File: src/hdl/ifr_pkg.sv
// shared types, constants and helpers for the integer to ascii formatter
package ifr_pkg;

	localparam int MAG_W      = 64;
	localparam int HALF_W     = MAG_W / 2;
	localparam int RADIX_W    = 5;
	localparam int DIGIT_W    = 4;
	localparam int CHAR_W     = 8;
	localparam int COUNT_W    = 6;
	localparam int CMD_W      = 2;
	localparam int PFX_W      = 2;
	localparam int NPRE_W     = 2;
	localparam int LG2_W      = 2;
	localparam int MAX_DIGITS = 32;
	localparam int DIG_IDX_W  = 5;
	localparam int NDIG_W     = 6;
	localparam int CHUNK_BITS = 8;
	localparam int CHUNK_CNT_W = 3;
	localparam int FIFO_DEPTH = 2;
	localparam int FIFO_PTR_W = 1;
	localparam int FIFO_CNT_W = 2;
	localparam int S_TDATA_W  = 80;
	localparam int M_TDATA_W  = 16;

	localparam logic [RADIX_W-1:0] RADIX_MIN = 5'd2;
	localparam logic [RADIX_W-1:0] RADIX_MAX = 5'd16;

	localparam logic [CHAR_W-1:0] CH_MINUS = 8'h2D;
	localparam logic [CHAR_W-1:0] CH_PLUS  = 8'h2B;
	localparam logic [CHAR_W-1:0] CH_SPACE = 8'h20;
	localparam logic [CHAR_W-1:0] CH_ZERO  = 8'h30;
	localparam logic [CHAR_W-1:0] CH_X_LO  = 8'h78;
	localparam logic [CHAR_W-1:0] CH_X_UP  = 8'h58;
	localparam logic [CHAR_W-1:0] CH_A_LO  = 8'h61;
	localparam logic [CHAR_W-1:0] CH_A_UP  = 8'h41;

	typedef enum logic [CMD_W-1:0] {
		CMD_SIGNED   = 2'd0,
		CMD_UNSIGNED = 2'd1,
		CMD_ADDR     = 2'd2
	} cmd_t;

	typedef enum logic [PFX_W-1:0] {
		PFX_NONE  = 2'd0,
		PFX_LOWER = 2'd1,
		PFX_UPPER = 2'd2
	} pfx_t;

	// one classified number, as queued between front and back
	typedef struct packed {
		logic [MAG_W-1:0]   mag;
		logic [RADIX_W-1:0] radix;
		logic               pow2;
		logic [LG2_W-1:0]   lg2;
		logic               upper;
		logic [NPRE_W-1:0]  npre;
		logic [CHAR_W-1:0]  pre0;
		logic [CHAR_W-1:0]  pre1;
	} job_t;

	// one digit from the extraction unit, least significant first
	typedef struct packed {
		logic               valid;
		logic               last;
		logic [DIGIT_W-1:0] value;
	} digit_t;

	function automatic logic [CHAR_W-1:0] digit_char(logic [DIGIT_W-1:0] d, logic upper);
		logic [CHAR_W-1:0] base;
		base = upper ? CH_A_UP : CH_A_LO;
		if (d < 4'd10)
			return CH_ZERO + {4'd0, d};
		return base + {4'd0, d} - 8'd10;
	endfunction

endpackage

File: src/hdl/integer_to_ascii_radix_formatter_core.sv
// top level of the integer to ascii radix formatter
//
// one number enters per word on the s_axis side; its text leaves on the m_axis side
// as one character per word, most significant digit first, with tlast on the final
// character and a running character count beside each character
// modes: signed 32-bit with '-', '+' or ' ' in front; unsigned 32-bit with optional
// 0x or 0X prefix; address mode writes 0x and 64-bit lowercase hex; radix 2..16
// (clamped), command code 3 is accepted and produces nothing
// a front end classifies each number and queues it two deep, so input words are
// taken while the back end is still busy with an earlier number
// back end per number: dequeue, then digit extraction, then one character per
// cycle while the receiver takes them; extraction is one digit per cycle for radix
// 2, 4, 8 and 16, and for other radices one pass per digit through the
// eight-bit-per-cycle long division unit, shortened while the quotient fits in 32 bits
// after the last digit is found the back end enters its emit state and then
// registers the first character into the output word
// the output word sits in a register; when the receiver stalls it holds and
// the back end waits, while the queue keeps taking input until it is full
// reset clears the queue, the back end state and the output valid
module integer_to_ascii_radix_formatter_core (
	input  logic                            clk,
	input  logic                            arst_n,
	input  logic                            s_axis_tvalid,
	output logic                            s_axis_tready,
	// value[63:0], radix[68:64], uppercase[69], plus_sign[70], space_sign[71],
	// prefix_kind[73:72], zero fill above
	input  logic [ifr_pkg::S_TDATA_W-1:0]   s_axis_tdata,
	// cmd[1:0]
	input  logic [ifr_pkg::CMD_W-1:0]       s_axis_tuser,
	output logic                            m_axis_tvalid,
	input  logic                            m_axis_tready,
	// char_out[7:0], char_count[13:8], zero fill above
	output logic [ifr_pkg::M_TDATA_W-1:0]   m_axis_tdata,
	output logic                            m_axis_tlast
);

	ifr_pkg::job_t                   push_job;
	ifr_pkg::job_t                   pop_job;
	logic                            push;
	logic                            pop;
	logic                            full;
	logic                            empty;
	logic [ifr_pkg::CHAR_W-1:0]      out_char;
	logic [ifr_pkg::COUNT_W-1:0]     out_count;

	// classify the incoming word
	ifr_front u_front (
		.in_valid    (s_axis_tvalid),
		.in_ready    (s_axis_tready),
		.cmd         (s_axis_tuser),
		.value       (s_axis_tdata[63:0]),
		.radix       (s_axis_tdata[68:64]),
		.uppercase   (s_axis_tdata[69]),
		.plus_sign   (s_axis_tdata[70]),
		.space_sign  (s_axis_tdata[71]),
		.prefix_kind (s_axis_tdata[73:72]),
		.full        (full),
		.push        (push),
		.job         (push_job)
	);

	// decouples front and back
	ifr_fifo u_fifo (
		.clk       (clk),
		.arst_n    (arst_n),
		.push      (push),
		.push_data (push_job),
		.pop       (pop),
		.pop_data  (pop_job),
		.full      (full),
		.empty     (empty)
	);

	// digit extraction and character emission
	ifr_back u_back (
		.clk       (clk),
		.arst_n    (arst_n),
		.empty     (empty),
		.pop       (pop),
		.job       (pop_job),
		.out_valid (m_axis_tvalid),
		.out_ready (m_axis_tready),
		.out_char  (out_char),
		.out_last  (m_axis_tlast),
		.out_count (out_count)
	);

	assign m_axis_tdata = {{(ifr_pkg::M_TDATA_W - ifr_pkg::COUNT_W - ifr_pkg::CHAR_W){1'b0}},
		out_count, out_char};

endmodule

File: src/hdl/ifr_front.sv
// front end: accepts a number and classifies it into sign/prefix, magnitude and radix
module ifr_front (
	input  logic                          in_valid,
	output logic                          in_ready,
	input  logic [ifr_pkg::CMD_W-1:0]     cmd,
	input  logic [ifr_pkg::MAG_W-1:0]     value,
	input  logic [ifr_pkg::RADIX_W-1:0]   radix,
	input  logic                          uppercase,
	input  logic                          plus_sign,
	input  logic                          space_sign,
	input  logic [ifr_pkg::PFX_W-1:0]     prefix_kind,
	input  logic                          full,
	output logic                          push,
	output ifr_pkg::job_t                 job
);

	logic [ifr_pkg::RADIX_W-1:0] radix_c;
	logic                        pow2_c;
	logic [ifr_pkg::LG2_W-1:0]   lg2_c;
	logic [ifr_pkg::HALF_W-1:0]  w32;
	logic [ifr_pkg::HALF_W-1:0]  neg32;
	logic                        known;

	always_comb begin
		if (radix < ifr_pkg::RADIX_MIN)
			radix_c = ifr_pkg::RADIX_MIN;
		else if (radix > ifr_pkg::RADIX_MAX)
			radix_c = ifr_pkg::RADIX_MAX;
		else
			radix_c = radix;

		unique case (radix_c)
			5'd2: begin
				pow2_c = 1'b1;
				lg2_c  = 2'd0;
			end
			5'd4: begin
				pow2_c = 1'b1;
				lg2_c  = 2'd1;
			end
			5'd8: begin
				pow2_c = 1'b1;
				lg2_c  = 2'd2;
			end
			5'd16: begin
				pow2_c = 1'b1;
				lg2_c  = 2'd3;
			end
			default: begin
				pow2_c = 1'b0;
				lg2_c  = 2'd0;
			end
		endcase
	end

	assign w32   = value[ifr_pkg::HALF_W-1:0];
	assign neg32 = ~w32 + 32'd1;

	always_comb begin
		job.mag   = {{ifr_pkg::HALF_W{1'b0}}, w32};
		job.radix = radix_c;
		job.pow2  = pow2_c;
		job.lg2   = lg2_c;
		job.upper = uppercase;
		job.npre  = 2'd0;
		job.pre0  = ifr_pkg::CH_ZERO;
		job.pre1  = ifr_pkg::CH_X_LO;
		known     = 1'b1;
		unique case (cmd)
			ifr_pkg::CMD_SIGNED: begin
				if (w32[ifr_pkg::HALF_W-1]) begin
					// two's complement negate also covers the most negative value
					job.mag  = {{ifr_pkg::HALF_W{1'b0}}, neg32};
					job.npre = 2'd1;
					job.pre0 = ifr_pkg::CH_MINUS;
				end else if (plus_sign) begin
					job.npre = 2'd1;
					job.pre0 = ifr_pkg::CH_PLUS;
				end else if (space_sign) begin
					job.npre = 2'd1;
					job.pre0 = ifr_pkg::CH_SPACE;
				end
			end
			ifr_pkg::CMD_UNSIGNED: begin
				if (prefix_kind == ifr_pkg::PFX_LOWER) begin
					job.npre = 2'd2;
					job.pre1 = ifr_pkg::CH_X_LO;
				end else if (prefix_kind == ifr_pkg::PFX_UPPER) begin
					job.npre = 2'd2;
					job.pre1 = ifr_pkg::CH_X_UP;
				end
			end
			ifr_pkg::CMD_ADDR: begin
				job.mag   = value;
				job.radix = ifr_pkg::RADIX_MAX;
				job.pow2  = 1'b1;
				job.lg2   = 2'd3;
				job.upper = 1'b0;
				job.npre  = 2'd2;
				job.pre1  = ifr_pkg::CH_X_LO;
			end
			default: begin
				// unused command: taken and dropped
				known = 1'b0;
			end
		endcase
	end

	assign in_ready = !full;
	assign push     = in_valid && !full && known;

endmodule

File: src/hdl/ifr_fifo.sv
// short queue of classified numbers between front and back
module ifr_fifo (
	input  logic          clk,
	input  logic          arst_n,
	input  logic          push,
	input  ifr_pkg::job_t push_data,
	input  logic          pop,
	output ifr_pkg::job_t pop_data,
	output logic          full,
	output logic          empty
);

	ifr_pkg::job_t                  mem_q [ifr_pkg::FIFO_DEPTH];
	logic [ifr_pkg::FIFO_PTR_W-1:0] wr_q;
	logic [ifr_pkg::FIFO_PTR_W-1:0] rd_q;
	logic [ifr_pkg::FIFO_CNT_W-1:0] cnt_q;

	assign full     = cnt_q == ifr_pkg::FIFO_CNT_W'(ifr_pkg::FIFO_DEPTH);
	assign empty    = cnt_q == '0;
	assign pop_data = mem_q[rd_q];

	always_ff @(posedge clk or negedge arst_n) begin
		if (!arst_n) begin
			wr_q  <= '0;
			rd_q  <= '0;
			cnt_q <= '0;
		end else begin
			if (push)
				wr_q <= wr_q + 1'b1;
			if (pop)
				rd_q <= rd_q + 1'b1;
			if (push && !pop)
				cnt_q <= cnt_q + 1'b1;
			else if (pop && !push)
				cnt_q <= cnt_q - 1'b1;
		end
	end

	always_ff @(posedge clk) begin
		if (push)
			mem_q[wr_q] <= push_data;
	end

endmodule

File: src/hdl/ifr_digit.sv
// digit extraction unit: shifts out power-of-two digits, long-divides by other radices
module ifr_digit (
	input  logic          clk,
	input  logic          arst_n,
	input  logic          start,
	input  ifr_pkg::job_t job,
	output ifr_pkg::digit_t dig
);

	logic                              busy_q;
	logic                              inpass_q;
	logic [ifr_pkg::CHUNK_CNT_W-1:0]   cnt_q;
	logic [ifr_pkg::MAG_W-1:0]         work_q;
	logic [ifr_pkg::DIGIT_W-1:0]       rem_q;
	logic [ifr_pkg::RADIX_W-1:0]       radix_q;
	logic                              pow2_q;
	logic [ifr_pkg::LG2_W-1:0]         lg2_q;

	logic                              short_c;
	logic [ifr_pkg::MAG_W-1:0]         w_in;
	logic [ifr_pkg::DIGIT_W-1:0]       r_out;
	logic [ifr_pkg::CHUNK_BITS-1:0]    q_bits;
	logic [ifr_pkg::MAG_W-1:0]         w_div;
	logic [ifr_pkg::MAG_W-1:0]         w_sh;
	logic [ifr_pkg::MAG_W-1:0]         w_next;
	logic [ifr_pkg::DIGIT_W-1:0]       mask;

	// a quotient that fits in the low half needs only half a pass
	assign short_c = work_q[ifr_pkg::MAG_W-1:ifr_pkg::HALF_W] == '0;
	assign w_in    = (!inpass_q && short_c) ?
		{work_q[ifr_pkg::HALF_W-1:0], {ifr_pkg::HALF_W{1'b0}}} : work_q;

	// eight restoring division steps on a narrow remainder
	always_comb begin
		logic [ifr_pkg::DIGIT_W-1:0] r;
		logic [ifr_pkg::RADIX_W-1:0] t;
		r = inpass_q ? rem_q : '0;
		q_bits = '0;
		for (int i = 0; i < ifr_pkg::CHUNK_BITS; i++) begin
			t = {r, w_in[ifr_pkg::MAG_W-1-i]};
			if (t >= radix_q) begin
				q_bits[ifr_pkg::CHUNK_BITS-1-i] = 1'b1;
				r = ifr_pkg::DIGIT_W'(t - radix_q);
			end else begin
				r = t[ifr_pkg::DIGIT_W-1:0];
			end
		end
		r_out = r;
	end

	assign w_div = {w_in[ifr_pkg::MAG_W-ifr_pkg::CHUNK_BITS-1:0], q_bits};
	assign mask  = ifr_pkg::DIGIT_W'(radix_q - 5'd1);

	always_comb begin
		case (lg2_q)
			2'd0:    w_sh = work_q >> 1;
			2'd1:    w_sh = work_q >> 2;
			2'd2:    w_sh = work_q >> 3;
			default: w_sh = work_q >> 4;
		endcase
	end

	assign w_next    = pow2_q ? w_sh : w_div;
	assign dig.valid = busy_q && (pow2_q || (inpass_q && cnt_q == 3'd1));
	assign dig.value = pow2_q ? (work_q[ifr_pkg::DIGIT_W-1:0] & mask) : r_out;
	assign dig.last  = dig.valid && (w_next == '0);

	always_ff @(posedge clk or negedge arst_n) begin
		if (!arst_n) begin
			busy_q   <= 1'b0;
			inpass_q <= 1'b0;
			cnt_q    <= '0;
		end else if (start) begin
			busy_q   <= 1'b1;
			inpass_q <= 1'b0;
		end else if (busy_q) begin
			if (pow2_q) begin
				if (dig.last)
					busy_q <= 1'b0;
			end else if (!inpass_q) begin
				inpass_q <= 1'b1;
				cnt_q    <= short_c ? 3'd3 : 3'd7;
			end else if (cnt_q == 3'd1) begin
				inpass_q <= 1'b0;
				if (dig.last)
					busy_q <= 1'b0;
			end else begin
				cnt_q <= cnt_q - 3'd1;
			end
		end
	end

	always_ff @(posedge clk) begin
		if (start) begin
			work_q  <= job.mag;
			radix_q <= job.radix;
			pow2_q  <= job.pow2;
			lg2_q   <= job.lg2;
		end else if (busy_q) begin
			work_q <= w_next;
			rem_q  <= r_out;
		end
	end

endmodule

File: src/hdl/ifr_back.sv
// back end: collects digits, then emits prefix and digits most significant first
module ifr_back (
	input  logic                          clk,
	input  logic                          arst_n,
	input  logic                          empty,
	output logic                          pop,
	input  ifr_pkg::job_t                 job,
	output logic                          out_valid,
	input  logic                          out_ready,
	output logic [ifr_pkg::CHAR_W-1:0]    out_char,
	output logic                          out_last,
	output logic [ifr_pkg::COUNT_W-1:0]   out_count
);

	typedef enum logic [2:0] {
		ST_IDLE  = 3'b001,
		ST_DIGIT = 3'b010,
		ST_EMIT  = 3'b100
	} back_state_t;

	back_state_t                     state_q;
	ifr_pkg::job_t                   job_q;
	logic [ifr_pkg::DIGIT_W-1:0]     buf_q [ifr_pkg::MAX_DIGITS];
	logic [ifr_pkg::NDIG_W-1:0]      ndig_q;
	logic [ifr_pkg::DIG_IDX_W-1:0]   rd_q;
	logic [ifr_pkg::COUNT_W-1:0]     cnt_q;
	logic [ifr_pkg::COUNT_W-1:0]     total_q;
	logic                            ov_q;
	logic [ifr_pkg::CHAR_W-1:0]      ochar_q;
	logic                            olast_q;
	logic [ifr_pkg::COUNT_W-1:0]     ocount_q;

	ifr_pkg::digit_t                 dig;
	logic                            ld;
	logic                            emit;
	logic                            in_pre;
	logic [ifr_pkg::CHAR_W-1:0]      ch;
	logic [ifr_pkg::COUNT_W-1:0]     cnt_next;
	logic                            is_last;

	ifr_digit u_digit (
		.clk    (clk),
		.arst_n (arst_n),
		.start  (pop),
		.job    (job),
		.dig    (dig)
	);

	assign pop      = (state_q == ST_IDLE) && !empty;
	assign ld       = !ov_q || out_ready;
	assign emit     = (state_q == ST_EMIT) && ld;
	assign in_pre   = cnt_q < {4'd0, job_q.npre};
	assign cnt_next = cnt_q + 6'd1;
	assign is_last  = cnt_next == total_q;

	always_comb begin
		if (in_pre)
			ch = (cnt_q == '0) ? job_q.pre0 : job_q.pre1;
		else
			ch = ifr_pkg::digit_char(buf_q[rd_q], job_q.upper);
	end

	always_ff @(posedge clk or negedge arst_n) begin
		if (!arst_n) begin
			state_q <= ST_IDLE;
			ndig_q  <= '0;
			rd_q    <= '0;
			cnt_q   <= '0;
			total_q <= '0;
			ov_q    <= 1'b0;
		end else begin
			unique case (state_q)
				ST_IDLE: begin
					if (pop) begin
						ndig_q  <= '0;
						cnt_q   <= '0;
						state_q <= ST_DIGIT;
					end
				end
				ST_DIGIT: begin
					if (dig.valid) begin
						ndig_q <= ndig_q + 6'd1;
						if (dig.last) begin
							rd_q    <= ndig_q[ifr_pkg::DIG_IDX_W-1:0];
							total_q <= ndig_q + 6'd1 + {4'd0, job_q.npre};
							state_q <= ST_EMIT;
						end
					end
				end
				ST_EMIT: begin
					if (emit) begin
						cnt_q <= cnt_next;
						if (!in_pre)
							rd_q <= rd_q - 5'd1;
						if (is_last)
							state_q <= ST_IDLE;
					end
				end
				default: state_q <= ST_IDLE;
			endcase
			if (ld)
				ov_q <= emit;
		end
	end

	always_ff @(posedge clk) begin
		if (pop)
			job_q <= job;
		if (state_q == ST_DIGIT && dig.valid)
			buf_q[ndig_q[ifr_pkg::DIG_IDX_W-1:0]] <= dig.value;
		if (emit) begin
			ochar_q  <= ch;
			olast_q  <= is_last;
			ocount_q <= cnt_next;
		end
	end

	assign out_valid = ov_q;
	assign out_char  = ochar_q;
	assign out_last  = olast_q;
	assign out_count = ocount_q;

endmodule

File: config.mk
export PLATFORM = sky130hd
export DESIGN_NAME = integer_to_ascii_radix_formatter_core
export DESIGN_NICKNAME = d
export VERILOG_FILES = /design/src/hdl/ifr_pkg.sv /design/src/hdl/integer_to_ascii_radix_formatter_core.sv /design/src/hdl/ifr_front.sv /design/src/hdl/ifr_fifo.sv /design/src/hdl/ifr_digit.sv /design/src/hdl/ifr_back.sv
export SDC_FILE = /design/constraint.sdc
export NUM_CORES = 1
export LEC_CHECK = 0
export ABC_AREA = 0
export BUFFER_PORTS_ARGS = -buffer_cell sky130_fd_sc_hd__clkbuf_2
export CAP_MARGIN = 20
export CORE_ASPECT_RATIO = 1.75
export CORE_UTILIZATION = 40
export DETAILED_ROUTE_END_ITERATION = 6
export HOLD_SLACK_MARGIN = 0.08
export PLACE_DENSITY = 0.62
export SKIP_CTS_REPAIR_TIMING = 1
export SYNTH_ARGS = -nofsm -noshare
export SYNTH_HDL_FRONTEND = slang
export SYNTH_SLANG_ARGS = --single-unit
export TNS_END_PERCENT = 20
File: constraint.sdc
create_clock -name clk -period 18.4 [get_ports clk]
set_input_delay 2.76 -clock clk [delete_from_list [all_inputs] [get_ports clk]]
set_output_delay 2.76 -clock clk [all_outputs]
set_load 0.01 [all_outputs]
==> flow_summary_export.csv <==
group,metric,value,unit
worst_hold_path,worstHoldEndpoint,"u_fifo.cnt_q[1]",
timing,setup_violations,0,
synthesis,synth_top_family_by_area,"multiplexers",
global_route,overflow,0,
critical_path,slowest_delay,0.64,ns
global_route,grt_pass1_vias,15400,
critical_path,worst-path-buf-inv,5,
routing,drt-initial-drc-count,970,
cts,clkSlewWorstSetupHoldPaths,0.07,ns
cts,cts.sinks,422,
synthesis,muxShareOfSynthArea,13.5,%
floorplanning,coreArea,0.0552,sq mm
timing,worstMarginPinSlew,1.14,ns
synthesis,synth_ff_type,"edfxtp_1",
synthesis,synth_compound_area_share,10.3,%
floorplanning,ios,105,
timing,drv_slew,0,
cts,cts-root-buf,"clkbuf_16",
floorplanning,fp.dieW,181,um
place,port_buffers,95,
floorplanning,num_rows,114,
synthesis,synth_area,0.0223,sq mm
timing,rsz0062_at_grt,"no",
synthesis,synth_xor_area_share,2.82,%
global_route,use_met2,41.9,%
synthesis,syn_avg_cell_area,12.9,sq um
timing,period_needed,15.43,ns
timing,max_freq,64.8,MHz
cts,cts_tree,"yes",
flow_run,drv_cap,0,
cells_and_area,layout_commonest_cell,"edfxtp_1",
synthesis,yosysUniqueCellTypes,79,
routing,drc,0,
critical_path,critPathTopFamily,"compound AO/OA/AOI/OAI gates",
routing,routedWlPerCell,24.0,um
critical_path,crit_type,"reg2reg",
cts,htreeDepth,2,
routing,drt_wl_total,60700,um
routing,vias,14900,
cells_and_area,fill_cells,4971,
worst_hold_path,hold_path_class,"reg2reg",
timing,period_share,83.8,%
cells_and_area,drive_gt1_share,17.4,%
timing,hold_viol_final,0,
routing,vias_per_cell,5.89,
critical_path,cp_max_fo,20,
cells_and_area,fin_area,0.0247,sq mm
synthesis,synthAdderAreaFrac,4.05,%
critical_path,startpoint_type,"flip-flop",
outcome,outcome,"finished, final reports clean",
cells_and_area,syn_to_final_growth,10.8,%
critical_path,crit_start,"u_back.u_digit.work_q[38]",
global_route,use_met3,3.09,%
place,gp_congestion,0.990,
global_route,use_met1,21.0,%
place,placed_area,0.0235,sq mm
critical_path,reg2reg_depth,56,
synthesis,syn_inst,1736,
global_route,grt_pass1_wl,92100,um
critical_path,r2r_end,"u_back.rd_q[3]",
worst_hold_path,whs_path_depth,1,
cts,clk_latency,0.57,ns
floorplanning,die_area,0.0568,sq mm
routing,ant_nets,0,
timing,setup_tns,0,ns
global_route,track_usage,21.7,%
critical_path,r2r_start,"u_back.u_digit.work_q[38]",
routing,dr.pass1.iters,6,
floorplanning,start_util,40.4,%
critical_path,crit_slowest_cell,"o21ai_1",
cells_and_area,layout_common_cells,"edfxtp_1 (386), a21oi_1 (116), nand2_1 (102), mux2i_1 (101), nor2_1 (97)",
critical_path,ff2ff_setup_slack,2.97,ns
floorplanning,die-height,315,um
synthesis,synth-async-reset-ratio,8.53,%
synthesis,yosys.area_share.simple,10.5,%
synthesis,synth-seq-cells,422,
synthesis,synth_edf_count,386,
global_route,grt_max_degree,74,
place,dp_hpwl,44400,um
critical_path,cp.required,18.84,ns
place,place_ws,3.11,ns
synthesis,ys_warn_count,0,
global_route,busiest_layer,"met2",
synthesis,seq_area_frac_synth,56.0,%
critical_path,end_kind,"flip-flop",
critical_path,arrival,15.87,ns
timing,setup_slack,2.97,ns
cts,cts.path.max_buffers,3,
global_route,antenna_found_initial,0,
cells_and_area,nets,1956,
worst_hold_path,hp-start,"u_fifo.cnt_q[1]",
timing,slew_headroom,22.4,%
timing,skew,0.0311,ns
cts,cts_buffers,39,
-- synthesized netlist by cell type (all sizes together), types with 38 or more instances --
cell type,number,area [sq um]
a21oi,116,581
mux2i,101,1010
clkbuf,57,214
edfxtp,386,11600
buf,38,219
o21ai,64,320
and2,48,300
xnor2,44,385
mux4,68,1530
nor2b,45,282
nor2,98,368
nand2,103,387
a211oi,48,360
ha,57,713
inv,53,199
mux2,41,465
-- registers in the layout, indices dropped and copies added (netlist names), 4 cells and up --
name / cells
u_back.job_q: 8
u_back.out_count: 6
u_back.u_digit.rem_q: 4
u_back.u_digit.radix_q: 5
u_back.cnt_q: 6
u_back.u_digit.work_q: 64
u_back.out_char: 7
u_back.ndig_q: 6
u_back.total_q: 6
u_fifo.mem_q: 160
u_back.buf_q: 128
u_back.rd_q: 5
-- routing by layer --
metal,routed length [um],vias up
li1,-,6826
met1,19900,7407
met2,33600,456
met3,2490,206
met4,4700,0
met5,0,-
-- per-stage QoR --
stage / cells / util (%) / hold WS (ns)
final: 2531 / 44.8 / 0.497
after global routing: 2530 / 44.8 / 0.520
after CTS: 2528 / 44.7 / 0.507
after detailed placement: 2457 / 42.5 / 0.495
after global placement: 2455 / 42.5 / 0.481
after floorplan: 1738 / - / 0.459
-- cell families (layout without fill, tap and decap cells) --
logic type | count (synthesis) | in the layout
XOR/XNOR | 72 | 72
adder cells (fa/ha/maj) | 67 | 67
flip-flops | 422 | 422
other | 1 | 4
AND/OR/NAND/NOR | 456 | 456
multiplexers | 210 | 210
AO/OA/AOI/OAI | 359 | 359
buffers and inverters | 149 | 245
-- worst max path at each step --
stage               slack [ns]  cells after the start                  to
finish                    2.97                     56      u_back.rd_q[3]
global placement          3.47                     56      u_back.rd_q[3]
global route              1.97                     55      u_back.rd_q[3]
detailed placement        3.11                     56      u_back.rd_q[3]
CTS                       3.07                     56      u_back.rd_q[3]
floorplan                 5.80                     54  u_back.buf_q[0][1]
-- final cells by class --
type | instances | area [sq um] | area share [%]
flip-flops and latches | 422 | 12500 | 50.5
multi-input cells | 1167 | 9240 | 37.3
clock buffers | 44 | 1000 | 4.06
well taps | 696 | 871 | 3.52
repair buffers | 120 | 694 | 2.81
clock inverters | 27 | 233 | 0.941
inverters | 54 | 203 | 0.819
diodes | 1 | 2.50 | 0.0101
-- worst register-to-register path, delay by kind of cell, from the launching register on --
| kind | cells | cell delay, ns |
|---|---|---|
| AOI/OAI and AO/OA | 27 | 6.82 |
| adders and majority gates | 8 | 2.25 |
| buffers and inverters | 5 | 0.54 |
| DFF | 1 | 0.55 |
| muxes | 6 | 2.37 |
| and+or+nand+nor | 10 | 2.73 |
Power is left out: the tool's default activity adds up to more than one toggle a clock period on the data nets, which glitch-free logic cannot reach.
